`src/hdl/assert_macros.svh`:
```
// assertion helpers shared by the rtl files
`ifndef ASSERT_MACROS_SVH
`define ASSERT_MACROS_SVH

// implication checked at every rising edge outside reset
`define LGE_ASSERT_IMPL(label, ante, cons, msg) \
	label: assert property (@(posedge clk) disable iff (!arst_n) (ante) |-> (cons)) \
		else $error(msg);

// next-cycle implication checked at every rising edge outside reset
`define LGE_ASSERT_NEXT(label, ante, cons, msg) \
	label: assert property (@(posedge clk) disable iff (!arst_n) (ante) |=> (cons)) \
		else $error(msg);

`endif

```
`src/hdl/lge_pkg.sv`:
```
`default_nettype none
package lge_pkg;

	// grid geometry
	localparam int GRID_SIZE = 32;
	localparam int IDX_W = $clog2(GRID_SIZE);
	localparam int EXT_W = $clog2(GRID_SIZE + 1);

	// field widths fixed by the interface
	localparam int OPCODE_W = 2;
	localparam int INDEX_IN_W = 5;
	localparam int CFG_W = 6;
	localparam int CFG_IDX_W = 1;

	// register indexes
	localparam logic [CFG_IDX_W-1:0] REG_FIRST_EXTENT = 1'b0;
	localparam logic [CFG_IDX_W-1:0] REG_SECOND_EXTENT = 1'b1;

	// operations
	localparam logic [OPCODE_W-1:0] OP_TOGGLE = 2'd0;
	localparam logic [OPCODE_W-1:0] OP_READ = 2'd1;
	localparam logic [OPCODE_W-1:0] OP_STEP = 2'd2;
	localparam logic [OPCODE_W-1:0] OP_CLEAR = 2'd3;

	// b3/s23 neighbour counts
	localparam logic [3:0] COUNT_KEEP = 4'd2;
	localparam logic [3:0] COUNT_BIRTH = 4'd3;

	// command queue
	localparam int FIFO_DEPTH = 2;
	localparam int FIFO_PTR_W = $clog2(FIFO_DEPTH);
	localparam int FIFO_CNT_W = $clog2(FIFO_DEPTH + 1);

	// decoded command
	typedef struct packed {
		logic [OPCODE_W-1:0] op;
		logic [IDX_W-1:0] row;
		logic [IDX_W-1:0] col;
		logic in_grid;
	} cmd_t;

	// saturated active region
	typedef struct packed {
		logic [EXT_W-1:0] rows;
		logic [EXT_W-1:0] cols;
	} extent_t;

	// saturate an extent register to the grid size
	function automatic logic [EXT_W-1:0] clamp_extent(input logic [CFG_W-1:0] e);
		logic [EXT_W-1:0] res;
		if (int'(e) > GRID_SIZE)
			res = EXT_W'(GRID_SIZE);
		else
			res = EXT_W'(e);
		return res;
	endfunction

endpackage
`default_nettype wire

```
`src/hdl/life_grid_engine.sv`:
```
// Game of life engine on a 32 x 32 grid of one-bit cells (rule b3/s23), reset to all dead.
// Each input transaction gives exactly one result. A toggle or a read makes one registered read
// of the row memory, then the write-back for a toggle, then the result load. A step or a clear
// works on rows 0 to rows - 1, rows being first_extent saturated to 32: the back end sweeps the
// row memory one row a cycle with a three-row window, writing row r while it reads row r + 2.
// A step or clear with a zero row extent goes straight to the result load. A two-entry command
// queue lets new transactions be taken while an operation runs, and the result register lets
// work go on while a result waits. The extents apply to step and clear only and should be
// written while the block is idle.
`default_nettype none
module life_grid_engine (
	input wire logic clk,
	input wire logic arst_n,
	input wire logic cfg_we,
	input wire logic [lge_pkg::CFG_IDX_W-1:0] cfg_index,
	input wire logic [lge_pkg::CFG_W-1:0] cfg_data,
	input wire logic in_valid,
	output logic in_ready,
	input wire logic [lge_pkg::OPCODE_W-1:0] opcode,
	input wire logic [lge_pkg::INDEX_IN_W-1:0] row_index,
	input wire logic [lge_pkg::INDEX_IN_W-1:0] col_index,
	output logic out_valid,
	input wire logic out_ready,
	output logic cell_value
);

	logic [lge_pkg::CFG_W-1:0] first_extent_q;
	logic [lge_pkg::CFG_W-1:0] second_extent_q;
	lge_pkg::extent_t ext;
	logic push_valid;
	logic push_ready;
	lge_pkg::cmd_t push_cmd;
	logic pop_valid;
	logic pop;
	lge_pkg::cmd_t pop_cmd;

	// configuration registers
	always_ff @(posedge clk or negedge arst_n) begin
		if (!arst_n) begin
			first_extent_q <= '0;
			second_extent_q <= '0;
		end else if (cfg_we) begin
			case (cfg_index)
				lge_pkg::REG_FIRST_EXTENT: first_extent_q <= cfg_data;
				lge_pkg::REG_SECOND_EXTENT: second_extent_q <= cfg_data;
				default: begin
				end
			endcase
		end
	end

	// saturated active region
	assign ext = {lge_pkg::clamp_extent(first_extent_q), lge_pkg::clamp_extent(second_extent_q)};

	lge_front u_front (
		.clk(clk),
		.arst_n(arst_n),
		.in_valid(in_valid),
		.in_ready(in_ready),
		.opcode(opcode),
		.row_index(row_index),
		.col_index(col_index),
		.push_valid(push_valid),
		.push_ready(push_ready),
		.push_cmd(push_cmd)
	);

	lge_cmd_fifo u_fifo (
		.clk(clk),
		.arst_n(arst_n),
		.push_valid(push_valid),
		.push_ready(push_ready),
		.push_cmd(push_cmd),
		.pop_valid(pop_valid),
		.pop(pop),
		.pop_cmd(pop_cmd)
	);

	lge_exec u_exec (
		.clk(clk),
		.arst_n(arst_n),
		.cmd_valid(pop_valid),
		.cmd_pop(pop),
		.cmd(pop_cmd),
		.ext(ext),
		.out_valid(out_valid),
		.out_ready(out_ready),
		.cell_value(cell_value)
	);

endmodule
`default_nettype wire

```
`src/hdl/lge_front.sv`:
```
`default_nettype none
module lge_front (
	input wire logic clk,
	input wire logic arst_n,
	input wire logic in_valid,
	output logic in_ready,
	input wire logic [lge_pkg::OPCODE_W-1:0] opcode,
	input wire logic [lge_pkg::INDEX_IN_W-1:0] row_index,
	input wire logic [lge_pkg::INDEX_IN_W-1:0] col_index,
	output logic push_valid,
	input wire logic push_ready,
	output lge_pkg::cmd_t push_cmd
);

	logic valid_s1;
	lge_pkg::cmd_t cmd_s1;
	lge_pkg::cmd_t dec_cmd;

	// classify the incoming transaction
	always_comb begin
		dec_cmd.op = opcode;
		dec_cmd.row = lge_pkg::IDX_W'(row_index);
		dec_cmd.col = lge_pkg::IDX_W'(col_index);
		dec_cmd.in_grid = (int'(row_index) < lge_pkg::GRID_SIZE) &&
			(int'(col_index) < lge_pkg::GRID_SIZE);
	end

	assign in_ready = !valid_s1 || push_ready;
	assign push_valid = valid_s1;
	assign push_cmd = cmd_s1;

	// decode stage control
	always_ff @(posedge clk or negedge arst_n) begin
		if (!arst_n) begin
			valid_s1 <= 1'b0;
		end else if (in_ready) begin
			valid_s1 <= in_valid;
		end
	end

	// decode stage payload
	always_ff @(posedge clk) begin
		if (in_valid && in_ready) begin
			cmd_s1 <= dec_cmd;
		end
	end

endmodule
`default_nettype wire

```
`src/hdl/lge_cmd_fifo.sv`:
```
`default_nettype none
`include "assert_macros.svh"
module lge_cmd_fifo (
	input wire logic clk,
	input wire logic arst_n,
	input wire logic push_valid,
	output logic push_ready,
	input wire lge_pkg::cmd_t push_cmd,
	output logic pop_valid,
	input wire logic pop,
	output lge_pkg::cmd_t pop_cmd
);

	lge_pkg::cmd_t slot_q [lge_pkg::FIFO_DEPTH];
	logic [lge_pkg::FIFO_PTR_W-1:0] wr_ptr_q;
	logic [lge_pkg::FIFO_PTR_W-1:0] rd_ptr_q;
	logic [lge_pkg::FIFO_CNT_W-1:0] count_q;
	logic do_push;
	logic do_pop;

	assign push_ready = (int'(count_q) < lge_pkg::FIFO_DEPTH);
	assign pop_valid = (count_q != '0);
	assign pop_cmd = slot_q[rd_ptr_q];
	assign do_push = push_valid && push_ready;
	assign do_pop = pop && pop_valid;

	// pointers and fill level
	always_ff @(posedge clk or negedge arst_n) begin
		if (!arst_n) begin
			wr_ptr_q <= '0;
			rd_ptr_q <= '0;
			count_q <= '0;
		end else begin
			if (do_push) begin
				if (int'(wr_ptr_q) == lge_pkg::FIFO_DEPTH - 1)
					wr_ptr_q <= '0;
				else
					wr_ptr_q <= wr_ptr_q + 1'b1;
			end
			if (do_pop) begin
				if (int'(rd_ptr_q) == lge_pkg::FIFO_DEPTH - 1)
					rd_ptr_q <= '0;
				else
					rd_ptr_q <= rd_ptr_q + 1'b1;
			end
			if (do_push && !do_pop)
				count_q <= count_q + 1'b1;
			else if (do_pop && !do_push)
				count_q <= count_q - 1'b1;
		end
	end

	// queue storage
	always_ff @(posedge clk) begin
		if (do_push) begin
			slot_q[wr_ptr_q] <= push_cmd;
		end
	end

	// fill level never passes the depth
	`LGE_ASSERT_IMPL(a_fifo_bound, 1'b1, int'(count_q) <= lge_pkg::FIFO_DEPTH, "fifo overfilled")
	// a lone push raises the fill level by one
	`LGE_ASSERT_NEXT(a_fifo_push, do_push && !do_pop, count_q == $past(count_q) + 1'b1, "push lost")

endmodule
`default_nettype wire

```
`src/hdl/lge_exec.sv`:
```
`default_nettype none
`include "assert_macros.svh"
module lge_exec (
	input wire logic clk,
	input wire logic arst_n,
	input wire logic cmd_valid,
	output logic cmd_pop,
	input wire lge_pkg::cmd_t cmd,
	input wire lge_pkg::extent_t ext,
	output logic out_valid,
	input wire logic out_ready,
	output logic cell_value
);

	localparam logic [2:0] ST_IDLE = 3'd0;
	localparam logic [2:0] ST_PRIME = 3'd1;
	localparam logic [2:0] ST_SWEEP = 3'd2;
	localparam logic [2:0] ST_TOG = 3'd3;
	localparam logic [2:0] ST_RD = 3'd4;
	localparam logic [2:0] ST_RESP = 3'd5;

	localparam int G = lge_pkg::GRID_SIZE;

	// grid rows with a live flag per row, cleared at reset
	logic [G-1:0] mem [G];
	logic [G-1:0] row_valid_q;
	logic [G-1:0] rd_data_q;

	logic [2:0] state_q;
	logic [lge_pkg::OPCODE_W-1:0] op_q;
	logic [lge_pkg::IDX_W-1:0] col_q;
	logic inside_q;
	logic [lge_pkg::IDX_W-1:0] r_q;
	logic [G-1:0] prev_q;
	logic [G-1:0] cur_q;
	logic res_q;
	logic out_valid_q;
	logic cell_value_q;

	// row address kept for the toggle write-back
	logic [lge_pkg::IDX_W-1:0] rd_addr_hold_q;

	logic rd_en;
	logic [lge_pkg::IDX_W-1:0] rd_addr;
	logic wr_en;
	logic [lge_pkg::IDX_W-1:0] wr_addr;
	logic [G-1:0] wr_data;
	logic [G-1:0] col_mask;
	logic [G-1:0] nxt_row;
	logic [G-1:0] new_row;
	logic sweep_last;
	logic slot_free;
	logic sel_bit;
	logic step_go;

	// b3/s23 update of one row from its two neighbours
	function automatic logic [G-1:0] life_row(input logic [G-1:0] up, input logic [G-1:0] mid,
		input logic [G-1:0] dn);
		logic [G+1:0] u;
		logic [G+1:0] m;
		logic [G+1:0] d;
		logic [3:0] n;
		logic [G-1:0] res;
		u = {1'b0, up, 1'b0};
		m = {1'b0, mid, 1'b0};
		d = {1'b0, dn, 1'b0};
		for (int c = 0; c < G; c++) begin
			n = 4'(u[c]) + 4'(u[c+1]) + 4'(u[c+2]) + 4'(m[c]) + 4'(m[c+2]) +
				4'(d[c]) + 4'(d[c+1]) + 4'(d[c+2]);
			res[c] = (n == lge_pkg::COUNT_BIRTH) || ((n == lge_pkg::COUNT_KEEP) && mid[c]);
		end
		return res;
	endfunction

	// columns inside the active region
	always_comb begin
		for (int c = 0; c < G; c++) begin
			col_mask[c] = (c < int'(ext.cols));
		end
	end

	// row below the window, dead beyond the grid edge
	assign nxt_row = (int'(r_q) + 1 < G) ? rd_data_q : '0;
	assign new_row = (op_q == lge_pkg::OP_STEP) ? life_row(prev_q, cur_q, nxt_row) : '0;
	assign sweep_last = (lge_pkg::EXT_W'(r_q) == ext.rows - 1'b1);
	assign slot_free = !out_valid_q || out_ready;
	assign sel_bit = rd_data_q[col_q];
	assign cmd_pop = (state_q == ST_IDLE) && cmd_valid;
	assign step_go = cmd_pop && (cmd.op == lge_pkg::OP_STEP) && (ext.rows != '0);

	// memory port control
	always_comb begin
		rd_en = 1'b0;
		rd_addr = '0;
		wr_en = 1'b0;
		wr_addr = r_q;
		wr_data = (new_row & col_mask) | (cur_q & ~col_mask);
		case (state_q)
			ST_IDLE: begin
				if (cmd_valid) begin
					rd_en = 1'b1;
					if (cmd.op == lge_pkg::OP_TOGGLE || cmd.op == lge_pkg::OP_READ)
						rd_addr = cmd.row;
				end
			end
			ST_PRIME: begin
				rd_en = 1'b1;
				rd_addr = lge_pkg::IDX_W'(1);
			end
			ST_SWEEP: begin
				wr_en = 1'b1;
				if (int'(r_q) + 2 < G) begin
					rd_en = 1'b1;
					rd_addr = r_q + lge_pkg::IDX_W'(2);
				end
			end
			ST_TOG: begin
				wr_en = inside_q;
				wr_addr = rd_addr_hold_q;
				wr_data = rd_data_q ^ (G'(1) << col_q);
			end
			default: begin
			end
		endcase
	end

	// grid memory, registered read
	always_ff @(posedge clk) begin
		if (wr_en) begin
			mem[wr_addr] <= wr_data;
		end
		if (rd_en) begin
			rd_data_q <= row_valid_q[rd_addr] ? mem[rd_addr] : '0;
		end
	end

	// row live flags
	always_ff @(posedge clk or negedge arst_n) begin
		if (!arst_n) begin
			row_valid_q <= '0;
		end else if (wr_en) begin
			row_valid_q[wr_addr] <= 1'b1;
		end
	end

	// sequencer
	always_ff @(posedge clk or negedge arst_n) begin
		if (!arst_n) begin
			state_q <= ST_IDLE;
			r_q <= '0;
		end else begin
			case (state_q)
				ST_IDLE: begin
					if (cmd_valid) begin
						case (cmd.op)
							lge_pkg::OP_TOGGLE: state_q <= ST_TOG;
							lge_pkg::OP_READ: state_q <= ST_RD;
							default: begin
								if (ext.rows == '0)
									state_q <= ST_RESP;
								else
									state_q <= ST_PRIME;
							end
						endcase
					end
				end
				ST_PRIME: begin
					r_q <= '0;
					state_q <= ST_SWEEP;
				end
				ST_SWEEP: begin
					r_q <= r_q + 1'b1;
					if (sweep_last)
						state_q <= ST_RESP;
				end
				ST_TOG: state_q <= ST_RESP;
				ST_RD: state_q <= ST_RESP;
				ST_RESP: begin
					if (slot_free)
						state_q <= ST_IDLE;
				end
				default: state_q <= ST_IDLE;
			endcase
		end
	end

	// working registers
	always_ff @(posedge clk) begin
		case (state_q)
			ST_IDLE: begin
				op_q <= cmd.op;
				col_q <= cmd.col;
				inside_q <= cmd.in_grid;
				rd_addr_hold_q <= cmd.row;
				res_q <= 1'b0;
				prev_q <= '0;
			end
			ST_PRIME: begin
				cur_q <= rd_data_q;
			end
			ST_SWEEP: begin
				prev_q <= cur_q;
				cur_q <= nxt_row;
			end
			ST_TOG: res_q <= inside_q && !sel_bit;
			ST_RD: res_q <= inside_q && sel_bit;
			default: begin
			end
		endcase
	end

	// result register
	always_ff @(posedge clk or negedge arst_n) begin
		if (!arst_n) begin
			out_valid_q <= 1'b0;
		end else if (state_q == ST_RESP && slot_free) begin
			out_valid_q <= 1'b1;
		end else if (out_ready) begin
			out_valid_q <= 1'b0;
		end
	end

	always_ff @(posedge clk) begin
		if (state_q == ST_RESP && slot_free) begin
			cell_value_q <= res_q;
		end
	end

	assign out_valid = out_valid_q;
	assign cell_value = cell_value_q;

	// sweep never runs past the active rows
	`LGE_ASSERT_IMPL(a_sweep_rows, state_q == ST_SWEEP, lge_pkg::EXT_W'(r_q) < ext.rows, "sweep overrun")
	// commands are taken only between operations
	`LGE_ASSERT_IMPL(a_pop_idle, cmd_pop, state_q == ST_IDLE && !wr_en, "pop while busy")
	// a step over a non-empty region starts by priming the window
	`LGE_ASSERT_NEXT(a_step_prime, step_go, state_q == ST_PRIME, "step not primed")

endmodule
`default_nettype wire
```
`config.mk`:
```
export PLATFORM = sky130hd
export DESIGN_NAME = life_grid_engine
export DESIGN_NICKNAME = d
export VERILOG_FILES = /design/src/hdl/lge_pkg.sv /design/src/hdl/life_grid_engine.sv /design/src/hdl/lge_front.sv /design/src/hdl/lge_cmd_fifo.sv /design/src/hdl/lge_exec.sv
export VERILOG_INCLUDE_DIRS = /design/src /design/src/hdl
export SDC_FILE = /design/constraint.sdc
export NUM_CORES = 2
export LEC_CHECK = 0
export ABC_AREA = 0
export BUFFER_PORTS_ARGS = -buffer_cell sky130_fd_sc_hd__clkbuf_2
export CORE_ASPECT_RATIO = 2
export CORE_MARGIN = 1
export CORE_UTILIZATION = 50
export CTS_BUF_LIST = sky130_fd_sc_hd__clkbuf_4
export DETAILED_ROUTE_END_ITERATION = 12
export GPL_ROUTABILITY_DRIVEN = 0
export MAX_ROUTING_LAYER = met4
export PLACE_DENSITY = 0.65
export SLEW_MARGIN = 20
export SYNTH_ARGS = -nofsm -noshare
export SYNTH_HDL_FRONTEND = slang
export SYNTH_HIERARCHICAL = 1
export SYNTH_SLANG_ARGS = --single-unit
```
`constraint.sdc`:
```
create_clock -name clk -period 6.3 [get_ports clk]
set_clock_uncertainty 0.15 [all_clocks]
set_input_delay 1.26 -clock clk [delete_from_list [all_inputs] [get_ports clk]]
set_output_delay 1.26 -clock clk [all_outputs]
set_load 0.005 [all_outputs]
```
Yosys cells after proc, flatten, opt, wreduce, memory -nomap -nowiden

Memory sizes are Yosys's and may differ from the RTL's. A register that Yosys moved wholly into a read port is not among the register bits.
Cells that the tools add are included.

Flip-flop bits (word level): 149
RAM bits: 1048
Input port bits: 24
Output and inout port bits: 3
Word-level logic and storage cells: 509
Memories: 2

Memory list:

| memory        | depth | bits a word | rd ports | clocked after Yosys merged registers in | write ports | line               | RTL |
|---|---|---|---|---|---|---|---|
| u_exec.mem    | 32    | 32          | 1        | 1                                       | 1           | lge_exec.sv:25     | `logic [G-1:0] mem [G];` |
| u_fifo.slot_q | 2     | 12          | 1        | 0                                       | 1           | lge_cmd_fifo.sv:14 | `lge_pkg::cmd_t slot_q [lge_pkg::FIFO_DEPTH];` |

Add/sub/neg operators: 226
$lt $le $gt $ge: 41
Eq/ne operators: 75
Shifts and indexed selects: 1
Muxes and demuxes: 40
Bitwise gates (word level): 7
Reductions and logical operators: 96

Operators by type and width:

| kind                                                        | number |
|---|---|
| adder 4 x 1 -> 4 bit                                        | 185 |
| equality test 4 x 2 -> 1 bit, second input constant         | 64 |
| case mux 32 bit (2 select lines)                            | 2 |
| less-than comparator 5 x 6 -> 1 bit, first input constant   | 16 |
| 2-to-1 mux 32 bit                                           | 3 |
| bitwise AND 32 bit                                          | 2 |
| less-than comparator 32 x 7 -> 1 bit, second input constant | 2 |
| bitwise OR 32 bit                                           | 2 |
| adder 1 x 1 -> 2 bit                                        | 31 |
| less-than comparator 4 x 6 -> 1 bit, first input constant   | 8 |
| logical AND 1 bit                                           | 42 |
| logical OR 1 bit                                            | 35 |
| inverter 32 bit                                             | 1 |
| << shifter 1 x 5 -> 32 bit, first input constant            | 1 |
| bitwise XOR 32 bit                                          | 1 |
| less-than comparator 3 x 6 -> 1 bit, first input constant   | 4 |
| 2-to-1 mux 5 bit                                            | 4 |
| less-than comparator 5 x 6 -> 1 bit, second input constant  | 3 |
| case mux 3 bit (5 select lines)                             | 1 |
| case mux 5 bit (3 select lines)                             | 1 |
| 2-to-1 mux 1 bit                                            | 13 |
| > comparator 6 bit, second input constant                   | 2 |
| less-than comparator 1 x 6 -> 1 bit, first input constant   | 2 |
| less-than comparator 2 x 6 -> 1 bit, first input constant   | 2 |
| other kinds (37)                                            | 59 |

Logic depth before layout (Yosys ltp)

Word-level depth: 14
Depth in mapped cells: 16
Mapped depth without buffers: 14

Hierarchy

Netlist, hierarchy kept.

By module, submodules not included:

| module           | instances | cells an instance | area an instance (µm²) | seq. area each (µm²) |
|---|---|---|---|---|
| lge_exec         | 1         | 3901              | 53505.1                | 35108.7 |
| lge_cmd_fifo     | 1         | 57                | 1131.1                 | 880.8 |
| life_grid_engine | 1         | 39                | 526.8                  | 300.3 |
| lge_front        | 1         | 18                | 425.4                  | 385.4 |

Worst setup path after synthesis

No wires, ideal clock.

Path kind: reg2reg
From: register u_exec/r_q[1] (netlist name)
To: memory u_exec/mem[0][24] (netlist name) (data pin)
Setup time: 0.467 ns
Arrival time: 4.785 ns
Data required time: 5.683 ns
Path slack: 0.897 ns
Stages on the path, launching flop included: 14
Path buffers: 2
Clock period less this slack: 5.403 ns
Path through: dfrtp_1 > ha_1 > nand4_1 > clkbuf_1 > buf_1 > nand2_1 > fa_1 > fa_1 > inv_1 > ha_1 > fa_1 > o21ai_0 > a31oi_1 > o31ai_1

Cells in the longest elaborated chain, start to end: 13
Elaborated cells on any way between the ends: 14
Classes of those cells: 4 x add/sub; 1 x order compare; 2 x eq/ne; 3 x mux; 2 x bitwise; 2 x reduce/logical

Ends and longest elaborated chain:

| element                                | line            | RTL |
|---|---|---|
| start, declared                        | lge_exec.sv:33  | `logic [lge_pkg::IDX_W-1:0] r_q;` |
| start signal, assigned                 | lge_exec.sv:172 | `r_q <= r_q + 1'b1;` |
| adder 5 x 1 -> 6 bit *                 | lge_exec.sv:83  | `assign nxt_row = (int'(r_q) + 1 < G) ? rd_data_q : '0;` |
| less-than comparator 32 x 7 -> 1 bit * | lge_exec.sv:83  |  |
| 2-to-1 mux 32 bit *                    | lge_exec.sv:83  |  |
| adder 4 x 1 -> 4 bit                   | lge_exec.sv:68  | `n = 4'(u[c]) + 4'(u[c+1]) + 4'(u[c+2]) + 4'(m[c]) + 4'(m[c+2]) +` |
| adder 4 x 1 -> 4 bit                   | lge_exec.sv:69  | `4'(d[c]) + 4'(d[c+1]) + 4'(d[c+2]);` |
| adder 4 x 1 -> 4 bit *                 | lge_exec.sv:69  |  |
| equality test 4 x 2 -> 1 bit           | lge_exec.sv:70  | `res[c] = (n == lge_pkg::COUNT_BIRTH) \|\| ((n == lge_pkg::COUNT_KEEP) && mid[c]);` |
| logical AND 1 bit                      | lge_exec.sv:70  |  |
| logical OR 1 bit *                     | lge_exec.sv:70  |  |
| 2-to-1 mux 32 bit *                    | lge_exec.sv:84  | `assign new_row = (op_q == lge_pkg::OP_STEP) ? life_row(prev_q, cur_q, nxt_row) : '0;` |
| bitwise AND 32 bit *                   | lge_exec.sv:97  | `wr_data = (new_row & col_mask) \| (cur_q & ~col_mask);` |
| bitwise OR 32 bit *                    | lge_exec.sv:97  |  |
| 2-to-1 mux 32 bit *                    | lge_exec.sv:98  | `case (state_q)` |
| via u_exec.wr_data[24]                 | lge_exec.sv:47  | `logic [G-1:0] wr_data;` |
| end, declared                          | lge_exec.sv:25  |  |

Mark *: on every way through the listed nets, which the timed path passes. The rest lies on a longest branch.

Worst setup path after layout

From: register u_exec/r_q[1] (netlist name)
To: memory u_exec/mem[4][1] (netlist name) (data pin)

Same word-level chain as after synthesis.

==> run_results.csv <==
group,metric,value,unit
layout,fillers,8885,
synthesis,ys.flop_type,"edfxtp_1",
clocking,clk_pin_slew,80,ps
setup_path,critPathArrivalTime,5740,ps
floorplanning,core_area,110000,um2
floorplanning,rows,172,
setup_path,start_kind,"flip-flop",
setup_path,cpPeakStageDelay,520,ps
floorplanning,die_y,474,um
layout,layout_commonest_cell,"edfxtp_1",
detailed_routing,wl_per_cell,28.6,um
synthesis,synth_top_cell_by_area,"edfxtp_1",
synthesis,synth.distinct_cells,69,
global_route,antenna_found_initial,4,
sta,tns,0,ps
sta,layout_min_cycle_time,5130,ps
clocking,cts_tree,"done",
placement,dp_hpwl,102000,um
floorplanning,pin_count,27,
synthesis,syn-mean-instance-area,13.8,um2
min_path,hold_class,"in -> async",
layout,syn2layout_area_growth,11.0,%
global_route,grt_pass1_wl,243000,um
sta,max_freq,0.195,GHz
clocking,clockRootBuffer,"clkbuf_4",
sta,drv_slew,0,
setup_path,r2r_end,"u_exec/mem[4][1]",
placement,dpl.cell_count,5428,
synthesis,synth-edff-count,1173,
floorplanning,die_x,238,um
detailed_routing,wl,169000,um
placement,dpl_cell_area,58500,um2
sta,worst_pin_slew,1260,ps
floorplanning,start_util,50.5,%
clocking,worst_skew_pair.late_latency,1190,ps
synthesis,ys_seq_elements,1231,
detailed_routing,antenna_left,0,
power,irDropWorstVdd,0.480,mV
clocking,numCtsBuffers,279,
global_route,grt_max_degree,132,
placement,io_buffers,26,
layout,layout_common_cells,"edfxtp_1, nand2_1, clkbuf_4",
detailed_routing,vias_per_cell,6.21,
setup_path,worst-path-buf-inv,3,
global_route,grt_overflow_total,0,
setup_path,reg2reg_depth,15,
setup_path,rrSetupSlack,1170,ps
synthesis,synth.yosys.seq_area_share,66.0,%
clocking,cts.sinks,1231,
detailed_routing,drc_errors,0,
global_route,grt_pass1_vias,37137,
setup_path,crit_slowest_cell,"fa_1",
sta,setup_viol,0,
detailed_routing,vias,36602,
synthesis,synth_top_area_share,63.4,%
setup_path,cp-end-kind,"flip-flop",
synthesis,syn_nets,4259,
power,p_per_area,634,nW/um2
global_route,grt.total_usage,31.3,%
clocking,cts_hold_buf,0,
synthesis,synth_top_cells_by_area,"edfxtp_1, fa_1, nand2_1",
layout,final_nets,4474,
clocking,ctsLongestPathBuffers,4,
clocking,htreeDepth,5,
run,cap_violations,0,
layout,final_layout_size_suffix_gt1_share,18.2,%
floorplanning,dieArea,113000,um2
setup_path,path_cells,"ha_1, nand4_1, buf_4, nand2_1, fa_1, inv_1, fa_1, inv_1, fa_1, fa_1, nor3_1, mux2i_1, nor3b_1, o221ai_1, o21ai_2",
clocking,cts-resized-gates,0,
detailed_routing,drt_iter0_drc,3047,
synthesis,ys_warn_count,6,
layout,fin_cells,5893,
setup_path,cp_max_fo,32,
clocking,cts_post_setup_buffers_inserted,0,
sta,relSlewSlack,15.7,%
synthesis,synth_cells,4015,
synthesis,async_flop_share,4.71,%
setup_path,critPathTopFamily,"adder cells",
setup_path,critical_path_class,"reg -> reg",
setup_path,required,6910,ps
sta,rsz0062_at_grt,"false",
setup_path,path_common_cell,"fa_1",
power,power_leakage,22.7,nW
setup_path,timing.rr.start,"u_exec/r_q[1]",
sta,finalHoldViolCount,0,
detailed_routing,first_pass_iters,6,
layout,fin_area,61700,um2
outcome,status,"complete, no violations",
sta,post-route-period-util,81.4,%
synthesis,netlist_area,55600,um2
worst register-to-register path: cells and delay by family (launching register included):
kind                     cells  cell delay [ps]
multiplexers                 1              110
AO/OA/AOI/OAI                2              630
AND/OR/NAND/NOR              4              730
adder cells (fa/ha/maj)      5             2160
buffers and inverters        3              440
flip-flops                   1              510
metal layers:
layer	GRT usage, %	part of all wire (%)	up-vias
li1	-	-	15678
met1	32.9	34	18521
met2	53.6	52	1760
met3	5.11	6.7	643
met4	21.3	7.4	0
met5	-	0	-
final cells by class:
cell class / instances / area (um2) / area share, %
timing repair buffer: 195 / 1640 / 2.66
multi-input combinational: 2349 / 17600 / 28.6
antenna: 5 / 12.5 / 0.0203
clock inverter: 78 / 362 / 0.586
sequential: 1231 / 36700 / 59.4
tap: 1479 / 1850 / 3.00
inverter: 174 / 653 / 1.06
clock buffer: 382 / 2870 / 4.65
cell usage after synthesis (all sizes together) (12+ instances only):
master,instances
nor3,12
edfxtp,1173
mux2,25
nor4b,32
xor2,29
o21ai,89
or2,37
o22ai,16
o41ai,67
nand2b,15
a31oi,83
inv,174
nand3,189
xnor2,20
buf,81
fa,124
nand2,531
a21oi,71
ha,96
dfrtp,58
nor2,105
mux2i,68
nor2b,63
a211oi,259
and3,267
clkbuf,176
and2,12
a32oi,69
flip-flops by register name (all words and copies together), names as in the netlist, 12 cells and up:
| register | count |
|---|---|
| u_exec/prev_q | 32 |
| u_exec/cur_q | 32 |
| u_exec/row_valid_q | 32 |
| u_fifo/slot_q | 26 |
| u_front/push_cmd | 12 |
| u_exec/mem | 1024 |
| u_exec/rd_data_q | 32 |
stage by stage:
step           util [%]  power, mW  worst slack [ps]  hold slack [ps]
6_report           56.1       39.1              1170              128
5_1_grt            56.1       41.6               978             49.1
4_1_cts            56.1       39.1              1250             20.4
3_5_place_dp       53.2       33.1              1320              263
3_3_place_gp       53.1       32.6              1280              258
2_1_floorplan         -       26.3               897              250
cells by family (layout without fill, tap and decap cells):
logic type | count (synthesis) | after routing | synth area share [%]
flops | 1231 | 1231 | 66.0
buf+inv | 435 | 829 | 3.36
simple gates | 1292 | 1292 | 12.3
fa+ha+maj | 220 | 220 | 6.63
compound gates | 684 | 684 | 8.79
xor+xnor | 49 | 49 | 0.772
mux | 103 | 103 | 2.14
other cells | 1 | 6 | 0.00675
worst max path at each step:
stage                     slack (ps)     startpoint  depth (start not counted)                  to
after CTS                       1250  u_exec/r_q[1]                         15    u_exec/mem[4][1]
after global routing             980  u_exec/r_q[1]                         15    u_exec/mem[5][1]
final                           1170  u_exec/r_q[1]                         15    u_exec/mem[4][1]
after floorplan                  900  u_exec/r_q[1]                         13   u_exec/mem[0][24]
after detailed placement        1320  u_exec/r_q[1]                         15    u_exec/mem[8][1]
after global placement          1280  u_exec/r_q[1]                         16  u_exec/mem[31][14]
power breakdown:
group | switching [mW] | internal [mW]
sequential | 0.775 | 12.9
combinational | 12.7 | 6.83
clock | 3.04 | 2.89
total | 16.6 | 22.6
Note: power is estimated with default switching activity, not from simulation.
